$ cat src/rtl/core/pcfd_pkg.sv
// Package for the pulse count floor decoder.
// Beat structs, register indexes and message codes; no dependencies.
package pcfd_pkg;

    localparam int CFG_IDX_W  = 2;
    localparam int CFG_DATA_W = 8;

    localparam logic [CFG_IDX_W-1:0] CFG_PULSE_LEVEL = 2'd0;
    localparam logic [CFG_IDX_W-1:0] CFG_OTHER_LEVEL = 2'd1;
    localparam logic [CFG_IDX_W-1:0] CFG_GAP_TICKS   = 2'd2;

    localparam logic [7:0] GAP_TICKS_RESET = 8'd10;

    localparam logic [7:0] FRAME_LIMIT    = 8'd70;
    localparam logic [6:0] ANNOUNCE_LIMIT = 7'd39;
    localparam logic [6:0] CODE_SCROLL_ON  = 7'd52;
    localparam logic [6:0] CODE_SCROLL_OFF = 7'd53;
    localparam logic [5:0] GONG_UP   = 6'd40;
    localparam logic [5:0] GONG_DOWN = 6'd41;
    localparam logic [5:0] GONG_BOTH = 6'd42;
    localparam logic [5:0] GONG_NONE = 6'd0;

    localparam int QDEPTH = 2;
    localparam int QPTR_W = 1;
    localparam int QCNT_W = 2;

    typedef struct packed {
        logic pulse_pin;
        logic scan;
        logic up_pin;
        logic down_pin;
        logic gong_pin;
        logic talk_pin;
        logic hold_pin;
    } pcfd_in_t;

    typedef struct packed {
        logic       floor_valid;
        logic [6:0] floor_code;
        logic       arrow_valid;
        logic       arrow_up;
        logic       arrow_down;
        logic       scroll_on;
        logic       gong_valid;
        logic [5:0] gong_code;
        logic       announce_valid;
        logic [5:0] announce_code;
    } pcfd_out_t;

    // tick after level matching: every flag is active high
    typedef struct packed {
        logic pulse;
        logic scan;
        logic up;
        logic down;
        logic gong;
        logic talk;
        logic hold;
    } pcfd_cls_t;

    typedef struct packed {
        logic full;
        logic empty;
    } pcfd_qstat_t;

endpackage

$ cat src/rtl/core/pcfd_front.sv
// Front end: matches raw pin levels against the configured active levels.
// Depends on pcfd_pkg.
module pcfd_front import pcfd_pkg::*; (
    input  pcfd_in_t    s_data,
    input  logic        pulse_level,
    input  logic        other_level,
    input  logic        s_valid,
    input  pcfd_qstat_t q_stat,
    output logic        s_ready,
    output logic        push,
    output pcfd_cls_t   push_data
);

    always_comb begin
        push_data.pulse = (s_data.pulse_pin == pulse_level);
        push_data.scan  = s_data.scan;
        push_data.up    = (s_data.up_pin == other_level);
        push_data.down  = (s_data.down_pin == other_level);
        push_data.gong  = (s_data.gong_pin == other_level);
        push_data.talk  = (s_data.talk_pin == other_level);
        push_data.hold  = (s_data.hold_pin == other_level);
    end

    assign s_ready = !q_stat.full;
    assign push    = s_valid && s_ready;

endmodule

$ cat src/rtl/core/pcfd_queue.sv
// Two-entry queue of classified ticks between front and back.
// Depends on pcfd_pkg.
module pcfd_queue import pcfd_pkg::*; (
    input  logic        aclk,
    input  logic        aresetn,
    input  logic        push,
    input  pcfd_cls_t   push_data,
    input  logic        pop,
    output pcfd_cls_t   pop_data,
    output pcfd_qstat_t q_stat
);

    pcfd_cls_t         mem [QDEPTH];
    logic [QPTR_W-1:0] wr_ptr_reg, wr_ptr_next;
    logic [QPTR_W-1:0] rd_ptr_reg, rd_ptr_next;
    logic [QCNT_W-1:0] count_reg, count_next;

    always_comb begin
        wr_ptr_next = push ? wr_ptr_reg + 1'b1 : wr_ptr_reg;
        rd_ptr_next = pop ? rd_ptr_reg + 1'b1 : rd_ptr_reg;
        count_next  = count_reg;
        if (push && !pop) begin
            count_next = count_reg + 1'b1;
        end else if (pop && !push) begin
            count_next = count_reg - 1'b1;
        end
    end

    always_ff @(posedge aclk) begin
        if (!aresetn) begin
            wr_ptr_reg <= '0;
            rd_ptr_reg <= '0;
            count_reg  <= '0;
        end else begin
            wr_ptr_reg <= wr_ptr_next;
            rd_ptr_reg <= rd_ptr_next;
            count_reg  <= count_next;
        end
    end

    always_ff @(posedge aclk) begin
        if (push) begin
            mem[wr_ptr_reg] <= push_data;
        end
    end

    assign pop_data     = mem[rd_ptr_reg];
    assign q_stat.full  = (count_reg == QCNT_W'(QDEPTH));
    assign q_stat.empty = (count_reg == '0);

endmodule

$ cat src/rtl/core/pcfd_back.sv
// Back end: frame decoder, slow scan handling and the result register.
// Depends on pcfd_pkg.
module pcfd_back import pcfd_pkg::*; (
    input  logic        aclk,
    input  logic        aresetn,
    input  logic [7:0]  gap_ticks,
    input  pcfd_qstat_t q_stat,
    input  pcfd_cls_t   pop_data,
    output logic        pop,
    output logic        m_valid,
    input  logic        m_ready,
    output pcfd_out_t   m_data
);

    logic       pulse_prev_reg, pulse_prev_next;
    logic [7:0] pulse_count_reg, pulse_count_next;
    logic [7:0] gap_count_reg, gap_count_next;
    logic [6:0] frame_code_reg, frame_code_next;
    logic       gong_prev_reg, gong_prev_next;
    logic       talk_prev_reg, talk_prev_next;
    logic       scroll_reg, scroll_next;
    logic [6:0] announced_reg, announced_next;
    logic       m_valid_reg;
    pcfd_out_t  m_data_reg, m_data_next;

    logic [7:0] gap_inc;
    logic       gong_edge;
    logic       talk_edge;

    assign pop = !q_stat.empty && (!m_valid_reg || m_ready);

    always_comb begin
        pulse_prev_next  = pulse_prev_reg;
        pulse_count_next = pulse_count_reg;
        gap_count_next   = gap_count_reg;
        frame_code_next  = frame_code_reg;
        gong_prev_next   = gong_prev_reg;
        talk_prev_next   = talk_prev_reg;
        scroll_next      = scroll_reg;
        announced_next   = announced_reg;
        m_data_next      = '0;
        gap_inc          = gap_count_reg + 8'd1;
        gong_edge        = pop_data.gong && !gong_prev_reg;
        talk_edge        = pop_data.talk && !talk_prev_reg;

        // frame decoder
        if (pop_data.pulse) begin
            gap_count_next  = '0;
            pulse_prev_next = 1'b1;
            if (!pulse_prev_reg) begin
                pulse_count_next = pulse_count_reg + 8'd1;
            end
        end else begin
            pulse_prev_next = 1'b0;
            gap_count_next  = gap_inc;
            if (gap_inc >= gap_ticks) begin
                if (pulse_count_reg != '0 && pulse_count_reg < FRAME_LIMIT
                        && pulse_count_reg != {1'b0, frame_code_reg}) begin
                    frame_code_next         = pulse_count_reg[6:0];
                    m_data_next.floor_valid = 1'b1;
                end
                pulse_count_next = '0;
                gap_count_next   = '0;
            end
        end

        // slow scan, sees the updated frame code
        if (pop_data.scan) begin
            gong_prev_next = pop_data.gong;
            talk_prev_next = pop_data.talk;
            if (!pop_data.hold) begin
                if (frame_code_next == CODE_SCROLL_ON) begin
                    scroll_next = 1'b1;
                end else if (frame_code_next == CODE_SCROLL_OFF) begin
                    scroll_next = 1'b0;
                end
                m_data_next.arrow_valid = 1'b1;
                m_data_next.arrow_up    = pop_data.up;
                m_data_next.arrow_down  = pop_data.down;
                if (gong_edge && (pop_data.up || pop_data.down)) begin
                    m_data_next.gong_valid = 1'b1;
                    case ({pop_data.up, pop_data.down})
                        2'b10:   m_data_next.gong_code = GONG_UP;
                        2'b01:   m_data_next.gong_code = GONG_DOWN;
                        2'b11:   m_data_next.gong_code = GONG_BOTH;
                        default: m_data_next.gong_code = GONG_NONE;
                    endcase
                end
            end
            if (frame_code_next != '0 && frame_code_next < ANNOUNCE_LIMIT
                    && frame_code_next != announced_reg) begin
                announced_next = frame_code_next;
                if (talk_edge) begin
                    m_data_next.announce_valid = 1'b1;
                    m_data_next.announce_code  = frame_code_next[5:0];
                end
            end
        end

        m_data_next.floor_code = frame_code_next;
        m_data_next.scroll_on  = scroll_next;
    end

    always_ff @(posedge aclk) begin
        if (!aresetn) begin
            pulse_prev_reg  <= 1'b0;
            pulse_count_reg <= '0;
            gap_count_reg   <= '0;
            frame_code_reg  <= '0;
            gong_prev_reg   <= 1'b0;
            talk_prev_reg   <= 1'b0;
            scroll_reg      <= 1'b0;
            announced_reg   <= '0;
            m_valid_reg     <= 1'b0;
        end else begin
            if (pop) begin
                pulse_prev_reg  <= pulse_prev_next;
                pulse_count_reg <= pulse_count_next;
                gap_count_reg   <= gap_count_next;
                frame_code_reg  <= frame_code_next;
                gong_prev_reg   <= gong_prev_next;
                talk_prev_reg   <= talk_prev_next;
                scroll_reg      <= scroll_next;
                announced_reg   <= announced_next;
                m_valid_reg     <= 1'b1;
            end else if (m_ready) begin
                m_valid_reg <= 1'b0;
            end
        end
    end

    always_ff @(posedge aclk) begin
        if (pop) begin
            m_data_reg <= m_data_next;
        end
    end

    assign m_valid = m_valid_reg;
    assign m_data  = m_data_reg;

endmodule

$ cat src/rtl/core/pulse_count_floor_decoder.sv
// Top level of the pulse count floor decoder: configuration registers,
// front end, two-entry queue and back end. Depends on pcfd_pkg.
//
//   channel  dir  handshake        payload
//   s_       in   s_valid/s_ready  s_data   (pcfd_in_t, one tick a beat)
//   m_       out  m_valid/m_ready  m_data   (pcfd_out_t, one result a beat)
//   cfg_     in   cfg_we           cfg_index, cfg_wdata
//
// One beat a cycle in each direction while m_ready stays high; a tick taken
// on s_ is written into the queue, then popped into the result register
// that drives m_. The back end's state update on each pop sets the rate.
// aresetn is synchronous; it clears the queue and decoder state and sets the config to its reset values.
// A stalled m_ side fills the queue and then drops s_ready.
module pulse_count_floor_decoder import pcfd_pkg::*; (
    input  logic                  aclk,
    input  logic                  aresetn,
    input  logic                  s_valid,
    output logic                  s_ready,
    input  pcfd_in_t              s_data,
    output logic                  m_valid,
    input  logic                  m_ready,
    output pcfd_out_t             m_data,
    input  logic                  cfg_we,
    input  logic [CFG_IDX_W-1:0]  cfg_index,
    input  logic [CFG_DATA_W-1:0] cfg_wdata
);

    logic        pulse_level_reg;
    logic        other_level_reg;
    logic [7:0]  gap_ticks_reg;

    logic        push;
    logic        pop;
    pcfd_cls_t   push_data;
    pcfd_cls_t   pop_data;
    pcfd_qstat_t q_stat;

    always_ff @(posedge aclk) begin
        if (!aresetn) begin
            pulse_level_reg <= 1'b1;
            other_level_reg <= 1'b1;
            gap_ticks_reg   <= GAP_TICKS_RESET;
        end else if (cfg_we) begin
            case (cfg_index)
                CFG_PULSE_LEVEL: pulse_level_reg <= cfg_wdata[0];
                CFG_OTHER_LEVEL: other_level_reg <= cfg_wdata[0];
                CFG_GAP_TICKS:   gap_ticks_reg   <= cfg_wdata[7:0];
                default: ;
            endcase
        end
    end

    pcfd_front u_front (
        .s_data      (s_data),
        .pulse_level (pulse_level_reg),
        .other_level (other_level_reg),
        .s_valid     (s_valid),
        .q_stat      (q_stat),
        .s_ready     (s_ready),
        .push        (push),
        .push_data   (push_data)
    );

    pcfd_queue u_queue (
        .aclk      (aclk),
        .aresetn   (aresetn),
        .push      (push),
        .push_data (push_data),
        .pop       (pop),
        .pop_data  (pop_data),
        .q_stat    (q_stat)
    );

    pcfd_back u_back (
        .aclk      (aclk),
        .aresetn   (aresetn),
        .gap_ticks (gap_ticks_reg),
        .q_stat    (q_stat),
        .pop_data  (pop_data),
        .pop       (pop),
        .m_valid   (m_valid),
        .m_ready   (m_ready),
        .m_data    (m_data)
    );

    a_pop_not_empty: assert property (@(posedge aclk) disable iff (!aresetn)
        pop |-> !q_stat.empty)
        else $error("pop from empty queue");

    a_full_blocks: assert property (@(posedge aclk) disable iff (!aresetn)
        q_stat.full |-> !s_ready)
        else $error("input taken while queue full");

    a_gong_needs_arrow: assert property (@(posedge aclk) disable iff (!aresetn)
        (m_valid && m_data.gong_valid) |-> m_data.arrow_valid)
        else $error("gong without arrow report");

    a_announce_code: assert property (@(posedge aclk) disable iff (!aresetn)
        (m_valid && m_data.announce_valid) |->
            ({1'b0, m_data.announce_code} == m_data.floor_code
             && m_data.announce_code != '0)
        )
        else $error("announcement does not match floor code");

    a_pop_result: assert property (@(posedge aclk) disable iff (!aresetn)
        pop |=> m_valid)
        else $error("popped tick gave no result");

endmodule
$ cat config.mk
export PLATFORM = sky130hd
export DESIGN_NAME = pulse_count_floor_decoder
export DESIGN_NICKNAME = d
export VERILOG_FILES = /design/src/rtl/core/pcfd_pkg.sv /design/src/rtl/core/pcfd_front.sv /design/src/rtl/core/pcfd_queue.sv /design/src/rtl/core/pcfd_back.sv /design/src/rtl/core/pulse_count_floor_decoder.sv
export SDC_FILE = /design/constraint.sdc
export NUM_CORES = 1
export LEC_CHECK = 0
export ABC_AREA = 1
export CORE_MARGIN = 2
export CORE_UTILIZATION = 63
export DETAILED_ROUTE_END_ITERATION = 8
export DONT_BUFFER_PORTS = 1
export GPL_ROUTABILITY_DRIVEN = 0
export PLACE_DENSITY = 0.88
export SLEW_MARGIN = 20
export SYNTH_ARGS = -nofsm -noshare
export SYNTH_HDL_FRONTEND = slang
export SYNTH_SLANG_ARGS = --single-unit
$ cat constraint.sdc
create_clock -name aclk -period 4.05 [get_ports aclk]
set_input_delay 0.81 -clock aclk [delete_from_list [all_inputs] [get_ports aclk]]
set_output_delay 0.81 -clock aclk [all_outputs]
set_load 0.03 [all_outputs]
==> flow_metrics.env, run 1 <==
export IMPL_status="finished clean"
export IMPL_final_nets=552
export IMPL_ys_flop_type="dfxtp_1"
export IMPL_syn_avg_cell_area_sq_um=8.29
export IMPL_clock_latency_ns=0.36
export IMPL_grt_first_pass_wirelength_um=13600
export IMPL_tightestPinTransition_ns=0.808
export IMPL_syn_area_sq_um=4320
export IMPL_rr_endpoint="u_back.announced_reg[2]"
export IMPL_hpwl_um=5850
export IMPL_cts_buffer_depth=2
export IMPL_drtAntennaViolNets=0
export IMPL_cpMostUsedCell="nand2_1"
export IMPL_num_rows=30
export IMPL_ys_seq_elements=87
export IMPL_grt_max_degree=43
export IMPL_critPathLaunch="u_back.gap_count_reg[0]"
export IMPL_die_area_sq_um=7530
export IMPL_ys_warn_count=0
export IMPL_crit_end="u_back.announced_reg[2]"
export IMPL_synth_cell_types=38
export IMPL_synth_area_leader_cell="edfxtp_1"
export IMPL_core_area_sq_um=6720
export IMPL_crit_chain="nand3_1 -> nand3b_1 -> nand3b_1 -> xnor2_1 -> ha_1 -> nand2_1 -> inv_1 -> nor2_1 -> o21a_1 -> nand2_2 -> nand3_2 -> nand2_1 -> nand2_2 -> nand2_1 -> a21oi_2 -> nand2_2 -> nor2_4 -> nand2_1 -> o21ai_0 -> nor2_1"
export IMPL_worst_hold_path_type="flop to flop"
export IMPL_pin_count=50
export IMPL_synth_edf_count=37
export IMPL_cts_resized_gates=0
export IMPL_critPathMaxStageDelay_ns=0.41
export IMPL_tns_ns=0
export IMPL_setup_viol=0
export IMPL_critPathCaptureType="flop"
export IMPL_synth_most_common_cell="nand2_1"
export IMPL_synthToLayoutAreaGrowth_pct=5.01
export IMPL_track_usage_pct=23.1
export IMPL_initial_utilization_pct=64.3
export IMPL_clk_pin_slew_ns=0.08
export IMPL_leakage_uw=0.00202
export IMPL_finish_utilization_pct=67.5
export IMPL_cts_tree="done"
export IMPL_hold_ws_ns=0.467
export IMPL_synthArstFlopShare_pct=0
export IMPL_p_per_area_nw_per_um2=749
export IMPL_grt_pass1_vias=3111
export IMPL_max_freq_ghz=0.292
export IMPL_slew_headroom_pct=45.7
export IMPL_cts_max_level=3
export IMPL_cap_violations=0
export IMPL_cts_sinks=87
export IMPL_fp_dieH_um=86.8
export IMPL_r2r_cells=20
export IMPL_port_buffers=0
export IMPL_post_route_period_util_pct=84.6
export IMPL_dieWidth_um=86.8
export IMPL_drt_iter0_drc=172
export IMPL_maxSlewViolCount=0
export IMPL_crit_family="simple AND/OR/NAND/NOR gates"
export IMPL_crit_slowest_cell="dfxtp_1"
export IMPL_rsz0062_at_grt="false"
export IMPL_ys_seq_area_share_pct=48.9
export IMPL_largest_register_ffs=23
export IMPL_numCtsBuffers=9
export IMPL_cp_data_arrival_time_ns=3.68
export IMPL_skew_ns=0.00926
export IMPL_crit_cells=20
export IMPL_fin_crit_ns=3.43
export IMPL_synth_area_top_cells="edfxtp_1 26%, dfxtp_1 23%, nand2_1 9.3%"
export IMPL_crit_buf_inv=1
export IMPL_diodes=0
export IMPL_finalHoldViolCount=0
export IMPL_antenna_found_initial=0
export IMPL_r2r_setup_slack_ns=0.62
export IMPL_drt_pre_antenna_iters=5
export IMPL_critPathLaunchType="flop"
export IMPL_clock_root_buffer="clkbuf_8"
export IMPL_yosysTopAreaCellShare_pct=25.7
export IMPL_drive_gt1_share_pct=10.9
export IMPL_overflow=0
export IMPL_drc=0
export IMPL_postCtsSetupBuffers=0
export IMPL_wirelength_um=8050
export IMPL_cp_max_fo=12
export IMPL_synthTopCellsByCount="107 x nand2_1, 74 x inv_1, 52 x nor2_1"
export IMPL_synthCells=521
export IMPL_required_ns=4.30
export IMPL_cts_hold_buf=0
export IMPL_vias_per_cell=5.41
export IMPL_wl_per_cell_um=13.3
export IMPL_worst_setup_path_type="flop to flop"
export IMPL_ir_drop_mv=0.705
export IMPL_r2r_start="u_back.gap_count_reg[0]"
export IMPL_num_vias=3265
routing by layer:
layer / GRT usage (%) / part of all wire (%) / vias to the layer above
met4: 10.9 / 1.8 / 0
met3: 3.24 / 4.2 / 16
met5: 0 / 0 / -
met2: 40.7 / 50 / 94
met1: 27.7 / 44 / 1488
li1: - / - / 1667
worst min-delay path: stages (launching register included):
cell	delay, ns
dfxtp_1	0.30
inv_1	0.07
a21oi_1	0.06
placed cells by master, fill, tap and decap left out, types with 4 or more instances in the layout:
master | synthesis | routed
edfxtp_1 | 37 | 37
xor2_1 | 5 | 5
nand2_1 | 107 | 107
a211oi_1 | 4 | 4
nand2_4 | 5 | 5
nand3_1 | 26 | 26
inv_1 | 74 | 74
nor3_1 | 8 | 8
nand2_2 | 13 | 13
xnor2_1 | 9 | 9
a21oi_1 | 30 | 30
dfxtp_1 | 50 | 50
o21ai_0 | 24 | 24
nor2_1 | 52 | 52
nand4_1 | 8 | 8
o211ai_1 | 6 | 6
clkbuf_8 | 0 | 9
inv_2 | 6 | 6
ha_1 | 12 | 12
metrics by stage:
step	instances	worst slack, ns	power, uW	area [sq um]
after floorplan	522	1.14	2570	4320
after global placement	587	0.843	2760	4350
after detailed placement	587	0.696	2810	4350
after CTS	603	0.630	3380	4530
after global routing	603	0.245	3620	4530
final	603	0.623	3400	4530
cell type report:
| cell class | count | area [sq um] |
|---|---|---|
| timing repair buffer | 1 | 7.51 |
| clock inverter | 5 | 36.3 |
| tap | 80 | 100 |
| inverter | 82 | 310 |
| fill | 500 | 2180 |
| multi-input combinational | 337 | 1820 |
| sequential | 87 | 2110 |
| clock buffer | 11 | 153 |
power by group:
part | switching [uW] | leakage, uW | internal, uW
sequential | 370 | 0.000769 | 1240
clock | 311 | 0.0000996 | 265
combinational | 849 | 0.00115 | 364
cells by family after synthesis:
| logic type | Yosys count | synth area share [%] |
|---|---|---|
| and+or+nand+nor | 235 | 25.4 |
| buffers and inverters | 98 | 9.30 |
| DFF | 87 | 48.9 |
| AOI/OAI and AO/OA | 72 | 9.56 |
| xor gates and xnor gates | 14 | 2.84 |
| adders and majority gates | 12 | 3.48 |
| muxes | 2 | 0.464 |
| other | 1 | 0.0868 |
worst min path at each step:
stage / start / end / slack (ns) / depth (start not counted)
after global placement: u_queue.rd_ptr_reg / flop / 0.44 / 1
after detailed placement: gap_ticks_reg[6] / gap_ticks_reg[6] / 0.45 / 2
after CTS: gap_ticks_reg[6] / gap_ticks_reg[6] / 0.47 / 2
final: gap_ticks_reg[6] / gap_ticks_reg[6] / 0.47 / 2
after global routing: gap_ticks_reg[4] / gap_ticks_reg[4] / 0.49 / 2
after floorplan: u_queue.rd_ptr_reg / flop / 0.43 / 1
Power figures use the tool's default switching activity.
==> run 2, diff against run 1 <==
==> constraint.sdc (replaced) <==
create_clock -name aclk -period 3.2 [get_ports aclk]
set_input_delay 0.64 -clock aclk [delete_from_list [all_inputs] [get_ports aclk]]
set_output_delay 0.64 -clock aclk [all_outputs]
set_load 0.03 [all_outputs]
==> flow_metrics.env, run 2 (same netlist as run 1, synthesis figures left out) <==
export IMPL_status="finished clean"
export IMPL_crit_chain="nand3_2 -> nand3b_1 -> buf_4 -> xor2_1 -> inv_1 -> ha_4 -> nand2_2 -> nor2_2 -> nand2_1 -> nand2_2 -> nand3_4 -> buf_8 -> nand2_4 -> nand2_4 -> nand2_2 -> nor2_1 -> nand2_1 -> nand2_2 -> nor2_4 -> nand3_4 -> nand2_2 -> inv_1 -> nor2_2"
export IMPL_die_area_sq_um=7530
export IMPL_grt_util_met3_pct=4.48
export IMPL_drtAntennaViolNets=0
export IMPL_r2r_start="u_back.gap_count_reg[1]"
export IMPL_synthToLayoutAreaGrowth_pct=11.6
export IMPL_comb_power_share_pct=39.3
export IMPL_grt_met2_usage_pct=41.4
export IMPL_leakage_uw=0.00211
export IMPL_cts_max_level=3
export IMPL_cts_buffer_depth=2
export IMPL_p_per_area_nw_per_um2=955
export IMPL_wl_per_cell_um=14.7
export IMPL_fin_crit_ns=3.19
export IMPL_slew_headroom_pct=57.8
export IMPL_finish_utilization_pct=71.7
export IMPL_cpMostUsedCell="nand2_2"
export IMPL_drc=0
export IMPL_drive_gt1_share_pct=18.4
export IMPL_initial_utilization_pct=64.3
export IMPL_cp_max_fo=7
export IMPL_stdcell_area_sq_um=4820
export IMPL_crit_family="simple AND/OR/NAND/NOR gates"
export IMPL_largest_register_ffs=23
export IMPL_hold_depth=0
export IMPL_drt_iter0_drc=210
export IMPL_dieWidth_um=86.8
export IMPL_diodes=0
export IMPL_num_rows=30
export IMPL_r2r_cells=23
export IMPL_track_usage_pct=23.8
export IMPL_clock_root_buffer="clkbuf_8"
export IMPL_finalHoldViolCount=0
export IMPL_post_route_period_util_pct=99.7
export IMPL_met1_usage_pct=28.8
export IMPL_maxSlewViolCount=0
export IMPL_pwr_share_clk_pct=16.4
export IMPL_tightestPinTransition_ns=0.630
export IMPL_rr_endpoint="u_back.announced_reg[1]"
export IMPL_overflow=0
export IMPL_crit_slowest_cell="dfxtp_2"
export IMPL_cts_tree="done"
export IMPL_dpl_cell_area_sq_um=4380
export IMPL_crit_buf_inv=4
export IMPL_drt_pre_antenna_iters=5
export IMPL_vias_per_cell=5.63
export IMPL_cap_violations=0
export IMPL_power_frac_seq_pct=44.4
export IMPL_port_buffers=0
export IMPL_max_freq_ghz=0.313
export IMPL_grt_first_pass_wirelength_um=14100
export IMPL_critPathLaunchType="flop"
export IMPL_ir_drop_mv=1.05
export IMPL_critPathMaxStageDelay_ns=0.37
export IMPL_rsz0062_at_grt="true"
export IMPL_pin_count=50
export IMPL_swShare_pct=45.7
export IMPL_grt_pass1_vias=3248
export IMPL_r2r_setup_slack_ns=0.009
export IMPL_skew_ns=0.00862
export IMPL_required_ns=3.50
export IMPL_clock_latency_ns=0.36
export IMPL_p_sw_uw=2100
export IMPL_final_nets=568
export IMPL_worst_setup_path_type="flop to flop"
export IMPL_core_area_sq_um=6720
export IMPL_hpwl_um=5980
export IMPL_whs_endpoint="u_queue.mem[1][5]"
export IMPL_critPathCaptureType="flop"
export IMPL_layout_common_cells="98 x nand2_1, 72 x inv_1, 50 x nor2_1"
export IMPL_cts_hold_buf=0
export IMPL_cp_data_arrival_time_ns=3.49
export IMPL_antenna_found_initial=0
export IMPL_layout_commonest_cell="nand2_1"
export IMPL_clk_pin_slew_ns=0.09
export IMPL_grt_max_degree=43
export IMPL_wirelength_um=9110
export IMPL_num_vias=3485
export IMPL_numCtsBuffers=9
export IMPL_setup_viol=0
export IMPL_p_int_uw=2500
export IMPL_worst_hold_path_type="input pin to flop"
export IMPL_cts_sinks=87
export IMPL_busiest_layer="met2"
export IMPL_hold_start="s_data[5]"
export IMPL_fp_dieH_um=86.8
run 2: changes by cell type in the layout (fill, tap and decap cells not counted), sizes merged:
cell and change:
clkinvlp +1, inv +1, clkbuf -1, clkinv -1
buf +16
run 2: power by group through the flow:
stage | logic (uW) | clock network, uW | registers [uW]
floorplan | 1260 | 0 | 1980
global placement | 1460 | 0 | 2040
detailed placement | 1520 | 0 | 2060
CTS | 1540 | 751 | 2030
global route | 2030 | 794 | 2070
finish | 1810 | 753 | 2040
run 2: area by class of cell:
class	count	area, sq um
clock inverters	6	47.5
inverters	82	310
multi-input cells	337	1950
fillers	453	1900
repair buffers	17	146
flip-flops and latches	87	2120
clock buffers	10	149
well taps	80	100
run 2: worst reg2reg max path, delay by kind of cell (launching register included):
family / cells / cell delay [ns]
simple gates: 17 / 1.84
buf+inv: 4 / 0.49
flops: 1 / 0.37
fa+ha+maj: 1 / 0.28
xor+xnor: 1 / 0.13
run 2: stage by stage:
stage	setup TNS [ns]	hold slack (ns)	instances	total power [uW]	setup WS (ns)
6_report	0	0.372	619	4600	0.00856
5_1_grt	-1.97	0.356	619	4900	-0.163
3_5_place_dp	0	0.451	591	3580	0.0537
3_3_place_gp	0	0.433	591	3500	0.172
4_1_cts	0	0.366	607	4330	0.00441
2_1_floorplan	0	0.426	522	3250	0.286
run 2: worst max path at each step:
stage | slack, ns | cells after the start | startpoint | endpoint
after detailed placement | 0.05 | 21 | u_back.gap_count_reg[0] | u_back.announced_reg[5]
after CTS | 0.004 | 23 | u_back.gap_count_reg[2] | u_back.announced_reg[1]
after global placement | 0.17 | 21 | u_back.gap_count_reg[0] | u_back.m_data[2]
after global routing | -0.16 | 23 | u_back.gap_count_reg[1] | u_back.announced_reg[0]
final | 0.009 | 23 | u_back.gap_count_reg[1] | u_back.announced_reg[1]
after floorplan | 0.29 | 21 | u_back.gap_count_reg[0] | u_back.m_data[2]
run 2: what timing repair did:
item | 4_1_cts | 5_1_grt
resized for setup | 0 | 44
endpoints found under the setup margin | 0 | 16
setup buffers | 0 | 12
run 2: routing by layer:
metal,vias up,wire length (um)
li1,1706,-
met2,133,4620
met5,-,0
met4,0,314
met3,30,468
met1,1616,3710
